[config.mk]
export PLATFORM = sky130hd
export DESIGN_NAME = matrix_audio_mixer_cc_gain
export DESIGN_NICKNAME = d
export VERILOG_FILES = /design/src/rtl/mamcg_pkg.sv /design/src/rtl/matrix_audio_mixer_cc_gain.sv
export SDC_FILE = /design/constraint.sdc
export NUM_CORES = 2
export LEC_CHECK = 0
export BUFFER_PORTS_ARGS = -buffer_cell sky130_fd_sc_hd__buf_2
export CAP_MARGIN = 0
export CORE_UTILIZATION = 48
export CTS_BUF_LIST = sky130_fd_sc_hd__clkbuf_2
export DETAILED_ROUTE_END_ITERATION = 12
export PLACE_DENSITY_LB_ADDON = 0.1
export SYNTH_ARGS = -nofsm -noshare
export SYNTH_HDL_FRONTEND = slang
export SYNTH_SLANG_ARGS = --single-unit
[constraint.sdc]
create_clock -name clock -period 9.7 [get_ports clock]
set_clock_uncertainty 0.05 [all_clocks]
set_input_delay 1.94 -clock clock [delete_from_list [all_inputs] [get_ports clock]]
set_output_delay 1.94 -clock clock [all_outputs]
set_load 0.03 [all_outputs]
[src/rtl/mamcg_pkg.sv]
// Shared constants, types and the control-change gain table of the mixer.
// No dependencies.
`default_nettype none
package mamcg_pkg;
   localparam int MAX_INPUTS_DEF  = 8;
   localparam int MAX_OUTPUTS_DEF = 8;
   localparam int MAP_ENTRIES_DEF = 16;

   localparam int CC_FULL_SCALE = 127;
   localparam int KIND_W   = 2;
   localparam int CH_W     = 3;
   localparam int SAMPLE_W = 24;
   localparam int GAIN_W   = 16;
   localparam int CC_W     = 7;
   localparam int OCNT_W   = 4;
   localparam int PROD_W   = 40;
   localparam int ACC_W    = 43;
   localparam int DIGIT_W  = 4;
   localparam int QUO_W    = 30;

   localparam logic [KIND_W-1:0] KIND_SAMPLE = 2'd0;
   localparam logic [KIND_W-1:0] KIND_GAIN   = 2'd1;
   localparam logic [KIND_W-1:0] KIND_CC     = 2'd2;
   localparam logic [KIND_W-1:0] KIND_MAP    = 2'd3;

   localparam logic [OCNT_W-1:0] OCNT_RESET = 4'd8;

   typedef struct packed {
      logic [CC_W-1:0] cc;
      logic [CH_W-1:0] in_ch;
      logic [CH_W-1:0] out_ch;
   } map_entry_type;

   typedef logic [GAIN_W-1:0] cc_lut_type [128];

   function automatic cc_lut_type build_cc_lut();
      cc_lut_type lut;
      for (int i = 0; i < 128; i++) begin
         lut[i] = GAIN_W'((i * 16384 + 63) / CC_FULL_SCALE);
      end
      return lut;
   endfunction

   localparam cc_lut_type CC_GAIN_LUT = build_cc_lut();
endpackage
`default_nettype wire

[src/rtl/matrix_audio_mixer_cc_gain.sv]
// Audio matrix mixer with control-change gain mapping, top level.
// Depends on mamcg_pkg.
//
// Usage:
//  - Input transactions (req_*) carry samples, gain writes, control changes
//    and mapping additions. req_stall is high while an item is being worked.
//  - Gain, mapping and zero-entry control-change items complete in the idle
//    state; a control change walks the mapping table, one entry per cycle.
//  - A sample walks every output: per output a gain read state, a multiply
//    state worked once per 4-bit gain digit and an accumulate state, for an
//    in-range input channel.
//  - A sample with frame_end then emits one result transaction per active
//    output (csr output count, clamped to 1..MAX_OUTPUTS), one per cycle when
//    rsp_stall is low; a stalled result holds and the emit walk waits.
//  - The last result of a frame may still wait while the next item enters.
//  - Reset clears gains, accumulators, the mapping count and the output
//    register; the output count returns to 8. csr_wr_en writes the count.
`default_nettype none
module matrix_audio_mixer_cc_gain #(
   parameter int MAX_INPUTS  = mamcg_pkg::MAX_INPUTS_DEF,
   parameter int MAX_OUTPUTS = mamcg_pkg::MAX_OUTPUTS_DEF,
   parameter int MAP_ENTRIES = mamcg_pkg::MAP_ENTRIES_DEF
) (
   input  wire                                   clock,
   input  wire                                   reset,
   input  wire                                   csr_wr_en,
   input  wire [mamcg_pkg::OCNT_W-1:0]           csr_wr_data,
   input  wire                                   req_valid,
   output logic                                  req_stall,
   input  wire [mamcg_pkg::KIND_W-1:0]           req_kind,
   input  wire [mamcg_pkg::CH_W-1:0]             req_in_channel,
   input  wire [mamcg_pkg::CH_W-1:0]             req_out_channel,
   input  wire signed [mamcg_pkg::SAMPLE_W-1:0]  req_sample_value,
   input  wire                                   req_frame_end,
   input  wire signed [mamcg_pkg::GAIN_W-1:0]    req_gain_value,
   input  wire [mamcg_pkg::CC_W-1:0]             req_cc_number,
   input  wire [mamcg_pkg::CC_W-1:0]             req_cc_value,
   output logic                                  rsp_valid,
   input  wire                                   rsp_stall,
   output logic [mamcg_pkg::CH_W-1:0]            rsp_mix_channel,
   output logic signed [mamcg_pkg::SAMPLE_W-1:0] rsp_mixed_sample,
   output logic                                  rsp_last_of_frame,
   output logic                                  rsp_clipped
);
   localparam int GN      = MAX_INPUTS * MAX_OUTPUTS;
   localparam int GADDR_W = (GN > 1) ? $clog2(GN) : 1;
   localparam int OIDX_W  = (MAX_OUTPUTS > 1) ? $clog2(MAX_OUTPUTS) : 1;
   localparam int MIDX_W  = (MAP_ENTRIES > 1) ? $clog2(MAP_ENTRIES) : 1;
   localparam int MCNT_W  = $clog2(MAP_ENTRIES + 1);
   localparam int SW      = mamcg_pkg::SAMPLE_W;
   localparam int GW      = mamcg_pkg::GAIN_W;
   localparam int PW      = mamcg_pkg::PROD_W;
   localparam int AW      = mamcg_pkg::ACC_W;
   localparam int DW      = mamcg_pkg::DIGIT_W;
   localparam int QW      = mamcg_pkg::QUO_W;

   localparam logic [2:0] ST_IDLE = 3'd0;
   localparam logic [2:0] ST_SCAN = 3'd1;
   localparam logic [2:0] ST_RD   = 3'd2;
   localparam logic [2:0] ST_MUL  = 3'd3;
   localparam logic [2:0] ST_ACC  = 3'd4;
   localparam logic [2:0] ST_EMIT = 3'd5;

   logic [2:0] state_ff, state_in;
   logic [mamcg_pkg::OCNT_W-1:0] ocount_ff;
   logic [mamcg_pkg::CH_W-1:0] ich_ff, ich_in;
   logic signed [SW-1:0] sample_ff, sample_in;
   logic fend_ff, fend_in;
   logic [mamcg_pkg::CC_W-1:0] ccn_ff, ccn_in;
   logic [GW-1:0] ccg_ff, ccg_in;
   logic [OIDX_W-1:0] oidx_ff, oidx_in;
   logic [1:0] digit_ff, digit_in;
   logic signed [PW-1:0] prod_ff, prod_in;
   logic [MIDX_W-1:0] scan_ff, scan_in;
   logic [MCNT_W-1:0] mcnt_ff;

   mamcg_pkg::map_entry_type map_tab [MAP_ENTRIES];
   logic [GW-1:0] gain_mem [GN];
   logic [GN-1:0] gain_vld_ff;
   logic [GW-1:0] gain_q_ff;
   logic gain_qv_ff;
   logic [AW-1:0] acc_ff [MAX_OUTPUTS];
   logic [MAX_OUTPUTS-1:0] acc_vld_ff;

   logic rsp_valid_ff;
   logic [mamcg_pkg::CH_W-1:0] rsp_ch_ff;
   logic signed [SW-1:0] rsp_smp_ff;
   logic rsp_last_ff, rsp_clip_ff;

   logic accept, ich_ok, och_ok, map_ok;
   logic [OIDX_W-1:0] last_idx;
   logic [GADDR_W-1:0] rd_addr, wr_addr;
   logic [GW-1:0] wr_data;
   logic wr_en;
   mamcg_pkg::map_entry_type scan_ent;
   logic scan_hit, scan_done;
   logic [GW-1:0] gain_cur;
   logic signed [DW:0] dig_s;
   logic signed [SW+DW:0] part;
   logic [AW-1:0] acc_cur, acc_new, emit_acc;
   logic [AW:0] rnd;
   logic [QW-1:0] quo;
   logic emit_load, acc_wr, acc_clear;
   logic [SW-1:0] sat_val;
   logic sat_clip;

   assign req_stall = (state_ff != ST_IDLE);
   assign accept    = req_valid && !req_stall;
   assign ich_ok    = (32'(req_in_channel) < MAX_INPUTS);
   assign och_ok    = (32'(req_out_channel) < MAX_OUTPUTS);
   assign map_ok    = (req_cc_number != '0) && (32'(mcnt_ff) < MAP_ENTRIES) && ich_ok && och_ok;

   always_comb begin
      if (ocount_ff == '0) begin
         last_idx = '0;
      end else if (32'(ocount_ff) > MAX_OUTPUTS) begin
         last_idx = OIDX_W'(MAX_OUTPUTS - 1);
      end else begin
         last_idx = OIDX_W'(ocount_ff - 4'd1);
      end
   end

   assign scan_ent  = map_tab[scan_ff];
   assign scan_hit  = (state_ff == ST_SCAN) && (scan_ent.cc == ccn_ff);
   assign scan_done = (32'(scan_ff) + 1 >= 32'(mcnt_ff));

   always_comb begin
      if (state_ff == ST_SCAN) begin
         wr_en   = scan_hit;
         wr_addr = GADDR_W'(32'(scan_ent.in_ch) * MAX_OUTPUTS + 32'(scan_ent.out_ch));
         wr_data = ccg_ff;
      end else begin
         wr_en   = accept && (req_kind == mamcg_pkg::KIND_GAIN) && ich_ok && och_ok;
         wr_addr = GADDR_W'(32'(req_in_channel) * MAX_OUTPUTS + 32'(req_out_channel));
         wr_data = req_gain_value;
      end
   end

   assign rd_addr  = GADDR_W'(32'(ich_ff) * MAX_OUTPUTS + 32'(oidx_ff));
   assign gain_cur = gain_qv_ff ? gain_q_ff : '0;

   always_comb begin
      unique case (digit_ff)
         2'd0: dig_s = {gain_cur[GW-1], gain_cur[GW-1 -: DW]};
         2'd1: dig_s = {1'b0, gain_cur[GW-1-DW -: DW]};
         2'd2: dig_s = {1'b0, gain_cur[GW-1-2*DW -: DW]};
         default: dig_s = {1'b0, gain_cur[DW-1:0]};
      endcase
   end

   assign part    = sample_ff * dig_s;
   assign acc_cur = acc_vld_ff[oidx_ff] ? acc_ff[oidx_ff] : '0;
   assign acc_new = acc_cur + {{(AW-PW){prod_ff[PW-1]}}, prod_ff};
   assign acc_wr  = (state_ff == ST_ACC);

   assign emit_acc = acc_cur;
   assign rnd      = {emit_acc[AW-1], emit_acc} + (AW+1)'(8192);
   assign quo      = rnd[AW -: QW];

   always_comb begin
      if (!quo[QW-1] && (quo[QW-2:SW-1] != '0)) begin
         sat_val  = {1'b0, {(SW-1){1'b1}}};
         sat_clip = 1'b1;
      end else if (quo[QW-1] && (quo[QW-2:SW-1] != '1)) begin
         sat_val  = {1'b1, {(SW-1){1'b0}}};
         sat_clip = 1'b1;
      end else begin
         sat_val  = quo[SW-1:0];
         sat_clip = 1'b0;
      end
   end

   assign emit_load = (state_ff == ST_EMIT) && (!rsp_valid_ff || !rsp_stall);
   assign acc_clear = emit_load && (oidx_ff == last_idx);

   always_comb begin
      state_in  = state_ff;
      ich_in    = ich_ff;
      sample_in = sample_ff;
      fend_in   = fend_ff;
      ccn_in    = ccn_ff;
      ccg_in    = ccg_ff;
      oidx_in   = oidx_ff;
      digit_in  = digit_ff;
      prod_in   = prod_ff;
      scan_in   = scan_ff;
      unique case (state_ff)
         ST_IDLE: begin
            if (accept && (req_kind == mamcg_pkg::KIND_CC)) begin
               ccn_in  = req_cc_number;
               ccg_in  = mamcg_pkg::CC_GAIN_LUT[req_cc_value];
               scan_in = '0;
               if (mcnt_ff != '0) begin
                  state_in = ST_SCAN;
               end
            end else if (accept && (req_kind == mamcg_pkg::KIND_SAMPLE)) begin
               ich_in    = req_in_channel;
               sample_in = req_sample_value;
               fend_in   = req_frame_end;
               oidx_in   = '0;
               if (ich_ok) begin
                  state_in = ST_RD;
               end else if (req_frame_end) begin
                  state_in = ST_EMIT;
               end
            end
         end
         ST_SCAN: begin
            if (scan_done) begin
               state_in = ST_IDLE;
            end else begin
               scan_in = scan_ff + 1'b1;
            end
         end
         ST_RD: begin
            digit_in = '0;
            state_in = ST_MUL;
         end
         ST_MUL: begin
            if (digit_ff == 2'd0) begin
               prod_in = PW'(part);
            end else begin
               prod_in = (prod_ff <<< DW) + PW'(part);
            end
            digit_in = digit_ff + 1'b1;
            if (digit_ff == 2'd3) begin
               state_in = ST_ACC;
            end
         end
         ST_ACC: begin
            if (32'(oidx_ff) == MAX_OUTPUTS - 1) begin
               oidx_in  = '0;
               state_in = fend_ff ? ST_EMIT : ST_IDLE;
            end else begin
               oidx_in  = oidx_ff + 1'b1;
               state_in = ST_RD;
            end
         end
         ST_EMIT: begin
            if (emit_load) begin
               if (oidx_ff == last_idx) begin
                  state_in = ST_IDLE;
               end else begin
                  oidx_in = oidx_ff + 1'b1;
               end
            end
         end
         default: state_in = ST_IDLE;
      endcase
   end

   always_ff @(posedge clock) begin
      if (reset) begin
         state_ff  <= ST_IDLE;
         ocount_ff <= mamcg_pkg::OCNT_RESET;
         mcnt_ff   <= '0;
      end else begin
         state_ff <= state_in;
         if (csr_wr_en) begin
            ocount_ff <= csr_wr_data;
         end
         if (accept && (req_kind == mamcg_pkg::KIND_MAP) && map_ok) begin
            mcnt_ff <= mcnt_ff + 1'b1;
         end
      end
   end

   always_ff @(posedge clock) begin
      ich_ff    <= ich_in;
      sample_ff <= sample_in;
      fend_ff   <= fend_in;
      ccn_ff    <= ccn_in;
      ccg_ff    <= ccg_in;
      oidx_ff   <= oidx_in;
      digit_ff  <= digit_in;
      prod_ff   <= prod_in;
      scan_ff   <= scan_in;
   end

   always_ff @(posedge clock) begin
      if (accept && (req_kind == mamcg_pkg::KIND_MAP) && map_ok) begin
         map_tab[MIDX_W'(mcnt_ff)] <= '{cc: req_cc_number, in_ch: req_in_channel,
                                        out_ch: req_out_channel};
      end
   end

   always_ff @(posedge clock) begin
      if (wr_en) begin
         gain_mem[wr_addr] <= wr_data;
      end
      gain_q_ff <= gain_mem[rd_addr];
   end

   always_ff @(posedge clock) begin
      if (reset) begin
         gain_vld_ff <= '0;
         gain_qv_ff  <= 1'b0;
      end else begin
         if (wr_en) begin
            gain_vld_ff[wr_addr] <= 1'b1;
         end
         gain_qv_ff <= gain_vld_ff[rd_addr];
      end
   end

   always_ff @(posedge clock) begin
      if (acc_wr) begin
         acc_ff[oidx_ff] <= acc_new;
      end
   end

   always_ff @(posedge clock) begin
      if (reset) begin
         acc_vld_ff <= '0;
      end else if (acc_clear) begin
         acc_vld_ff <= '0;
      end else if (acc_wr) begin
         acc_vld_ff[oidx_ff] <= 1'b1;
      end
   end

   always_ff @(posedge clock) begin
      if (reset) begin
         rsp_valid_ff <= 1'b0;
      end else if (emit_load) begin
         rsp_valid_ff <= 1'b1;
      end else if (!rsp_stall) begin
         rsp_valid_ff <= 1'b0;
      end
   end

   always_ff @(posedge clock) begin
      if (emit_load) begin
         rsp_ch_ff   <= mamcg_pkg::CH_W'(oidx_ff);
         rsp_smp_ff  <= sat_val;
         rsp_last_ff <= (oidx_ff == last_idx);
         rsp_clip_ff <= sat_clip;
      end
   end

   assign rsp_valid         = rsp_valid_ff;
   assign rsp_mix_channel   = rsp_ch_ff;
   assign rsp_mixed_sample  = rsp_smp_ff;
   assign rsp_last_of_frame = rsp_last_ff;
   assign rsp_clipped       = rsp_clip_ff;
endmodule
`default_nettype wire

==> key figures <==
Synth
  – Yosys reg bits: 1,812
  – Syn Inst Count: 5,251
  – Most used DFF post-synth: edfxtp_1
  – Share of the synthesized area in the top cell type: 65.37%
  – Synth top area cells: edfxtp_1 65%, mux4_2 4.9%, dfxtp_1 2.8%
  – Post-synth ARST share: 0%
  – Synthesized area per cell: 14.90 sq um
  – Syn Nets: 5,555
  – Post-synthesis sequential area ratio: 68.16%
  – Number of synthesized flops with an enable pin: 1,703
  – Post-Syn Area: 0.07823 sq mm
  – Cell variety after synth: 90
  – Yosys warning count: 0
  – Cell taking the most area after synthesis: edfxtp_1

Route
  – Vias per std cell: 5.923
  – Vias: 48,530
  – WL final: 219.0 mm
  – Post-route ant nets: 0
  – First drt pass iteration count: 6
  – DRT iter0 DRCs: 4,520
  – Residual DRC: 0
  – Routed WL per cell: 26.73 um

STA
  – TNS Setup: 0 ns
  – Tcrit/Tclk final: 89.63%
  – Max-slew headroom: 14.85%
  – RSZ-0062 raised after global routing: no
  – Worst Tran Pin Value: 1.269 ns
  – Final Hold Fails: 0
  – Peak Freq: 115.0 MHz
  – Fin crit period: 8.694 ns
  – Max-slew violation total from the final report: 0
  – Final setup fails: 0
  – Final worst slack: 1.006 ns

Run
  – Max-cap viol count: 0

Global route
  – Initial antenna violation count: 6
  – First-pass GRT wire length: 319.2 mm
  – Vias in the first global route: 48,360
  – Largest net degree at the start of global routing: 91
  – GRT Total Usage: 26.65%
  – Congestion Overflow GR: 0

Setup path
  – Reg2reg setup slack: 1.01 ns
  – Critical Path Sink Type: flop
  – Crit path max fanout: 20
  – WS Path Type: flop to flop
  – Crit path DAT: 10.31 ns
  – Slowest cell on crit path: a2111oi_0
  – Crit-path max cell delay: 0.92 ns
  – Critical Path RT: 11.32 ns
  – Startpoint types: flop

Power
  – Power share of the combinational group: 15.9%
  – Cell area power density: 195.0 mW/mm^2
  – Register share of total power: 55.0%
  – Pwr Total: 16.72 mW
  – Int Pwr: 11.76 mW
  – Pleak: 30.43 nW
  – Clock power frac: 29.2%
  – Sw Share: 29.64%
  – Peak supply drop: 0.0002424 V
  – NetSw: 4.955 mW

Clock tree
  – Clock Path Buffers: 4
  – CTS Sinks: 1,812
  – Post-CTS sizing: 0
  – CTS Buf Count: 461
  – H-Tree Depth: 5
  – Clock-pin slew on the worst setup and hold paths: 0.12 ns
  – CTS tree: yes
  – Clock latency on the worst-skew pair: 1.83 ns
  – Setup bufs post-CTS: 0
  – Hold_buf cts: 0
  – CTS root buf: clkbuf_2

Die
  – Core Footprint: 0.1611 sq mm
  – Die outline width: 405.7 um
  – Die area: 0.1646 sq mm
  – Die height: 405.7 um
  – Rows: 147
  – IO Count: 103
  – Starting density of the core: 48.56%

Cells and area
  – Most frequent cells in the layout: 1,703 x edfxtp_1, 664 x clkbuf_2, 357 x nor2_1
  – Leading cell type in the layout, fill and taps excluded: edfxtp_1
  – Final #Nets: 6,034
  – Area Overhead vs Synth: 9.546%
  – Share of layout cells above drive strength 1: 21.35%

Outcome
  – Status: completed

Place
  – Port Buffers: 102
  – HPWL Detailed: 127.2 mm
  – GPL Wtd Cong: 0.8658
  – Pre-CTS setup slack: 0.8216 ns

Worst hold path
  – Hold Path Class: primary input to flop
-- worst max-delay path, delay by kind of cell, from the launching register on --
| kind | cells | cell delay (ns) |
|---|---|---|
| flip-flops | 1 | 0.45 |
| adder cells (fa/ha/maj) | 6 | 2.46 |
| XOR/XNOR | 1 | 0.24 |
| buffers and inverters | 4 | 0.52 |
| AND/OR/NAND/NOR | 6 | 1.23 |
| AO/OA/AOI/OAI | 14 | 3.75 |
-- power by group through the flow --
stage	Combinational [mW]	Clock [mW]	Sequential [mW]
2_1_floorplan	1.73	0	9.29
3_3_place_gp	2.62	0	9.37
3_5_place_dp	2.65	0	9.37
4_1_cts	2.66	5.02	9.19
5_1_grt	2.87	5.38	9.21
6_report	2.65	4.87	9.19
-- metal layers --
layer	global-route usage, %	vias up	routed length (um)
met5	0	-	13
li1	-	21470	-
met3	4.809	404	17040
met2	42.74	2061	103900
met1	36.81	24600	91990
met4	8.832	2	6107
-- cell usage after synthesis (8+ instances only) --
cell and count:
and3_1 94, a22oi_1 176, or2_2 11, mux2i_1 152, ha_1 156, and2_1 20
a31oi_1 32, dfxtp_1 109, a21o_1 59, or4_1 9, buf_2 24, o21a_1 36
edfxtp_1 1703, a221o_1 11, nand2_1 353, xnor2_1 83, a2111oi_0 8, or3_1 8
a311oi_1 12, a21oi_1 354, nor2b_1 45, buf_1 46, nor2_1 372, buf_4 8
fa_1 76, o21ai_2 16, nand2b_1 21, nor4_1 10, nand4_1 33, o21bai_1 15
a221oi_1 66, clkbuf_1 176, o21ai_0 192, a211oi_1 26, a22o_1 34, o211ai_1 18
nor3_1 51, inv_1 177, mux2_2 43, xor2_1 47, o31ai_1 9, nand3_1 83
mux4_2 169
-- logic make-up after synthesis --
kind of cell	synth area share [%]
DFF	68.16
buffers and inverters	2.330
AOI/OAI and AO/OA	9.329
adders and majority gates	4.452
xor gates and xnor gates	1.455
muxes	7.581
and+or+nand+nor	6.696
-- stage by stage --
stage / util [%] / hold WS (ns) / cells / instance area [sq um]
floorplan: - / 0.3813 / 5251 / 78230
finish: 53.19 / 0.3445 / 8194 / 85700
global route: 53.19 / 0.1478 / 8193 / 85700
detailed placement: 50.85 / 0.4049 / 7427 / 81930
CTS: 53.18 / 0.08092 / 8189 / 85690
global placement: 50.85 / 0.3923 / 7427 / 81930
-- final timing paths --
kind,cells after the start,end,from
worst max register to register,31,prod_ff[38]$_DFFE_PP_,digit_ff[1]$_SDFFCE_PN0P_
worst min-delay path,2,mcnt_ff[0]$_SDFFE_PP0P_,reset
worst max-delay path,31,prod_ff[38]$_DFFE_PP_,digit_ff[1]$_SDFFCE_PN0P_
worst min register to register,2,gain_vld_ff[54]$_SDFFE_PP0P_,gain_vld_ff[54]$_SDFFE_PP0P_
-- layout make-up --
type / count / area [sq um]
fill: 13880 / 75420
timing repair buffer: 280 / 1872
antenna: 5 / 12.51
multi-input combinational: 2995 / 23340
clock inverter: 98 / 440.4
clock buffer: 664 / 3323
tap: 2160 / 2703
inverter: 180 / 675.6
sequential: 1812 / 53340
-- registers in the layout, summed over array words and instances (netlist names), 2 cells and up, named ones only --
name              flops
gain_mem           1024
acc_ff              344
map_tab             208
gain_vld_ff          64
prod_ff              40
rsp_mixed_sample     24
sample_ff            24
gain_q_ff            16
ccg_ff               14
acc_vld_ff            8
ccn_ff                7
mcnt_ff               5
ocount_ff             4
scan_ff               4
ich_ff                3
oidx_ff               3
rsp_mix_channel       3
state_ff              3
digit_ff              2
Note: power is estimated with default switching activity, not from simulation.
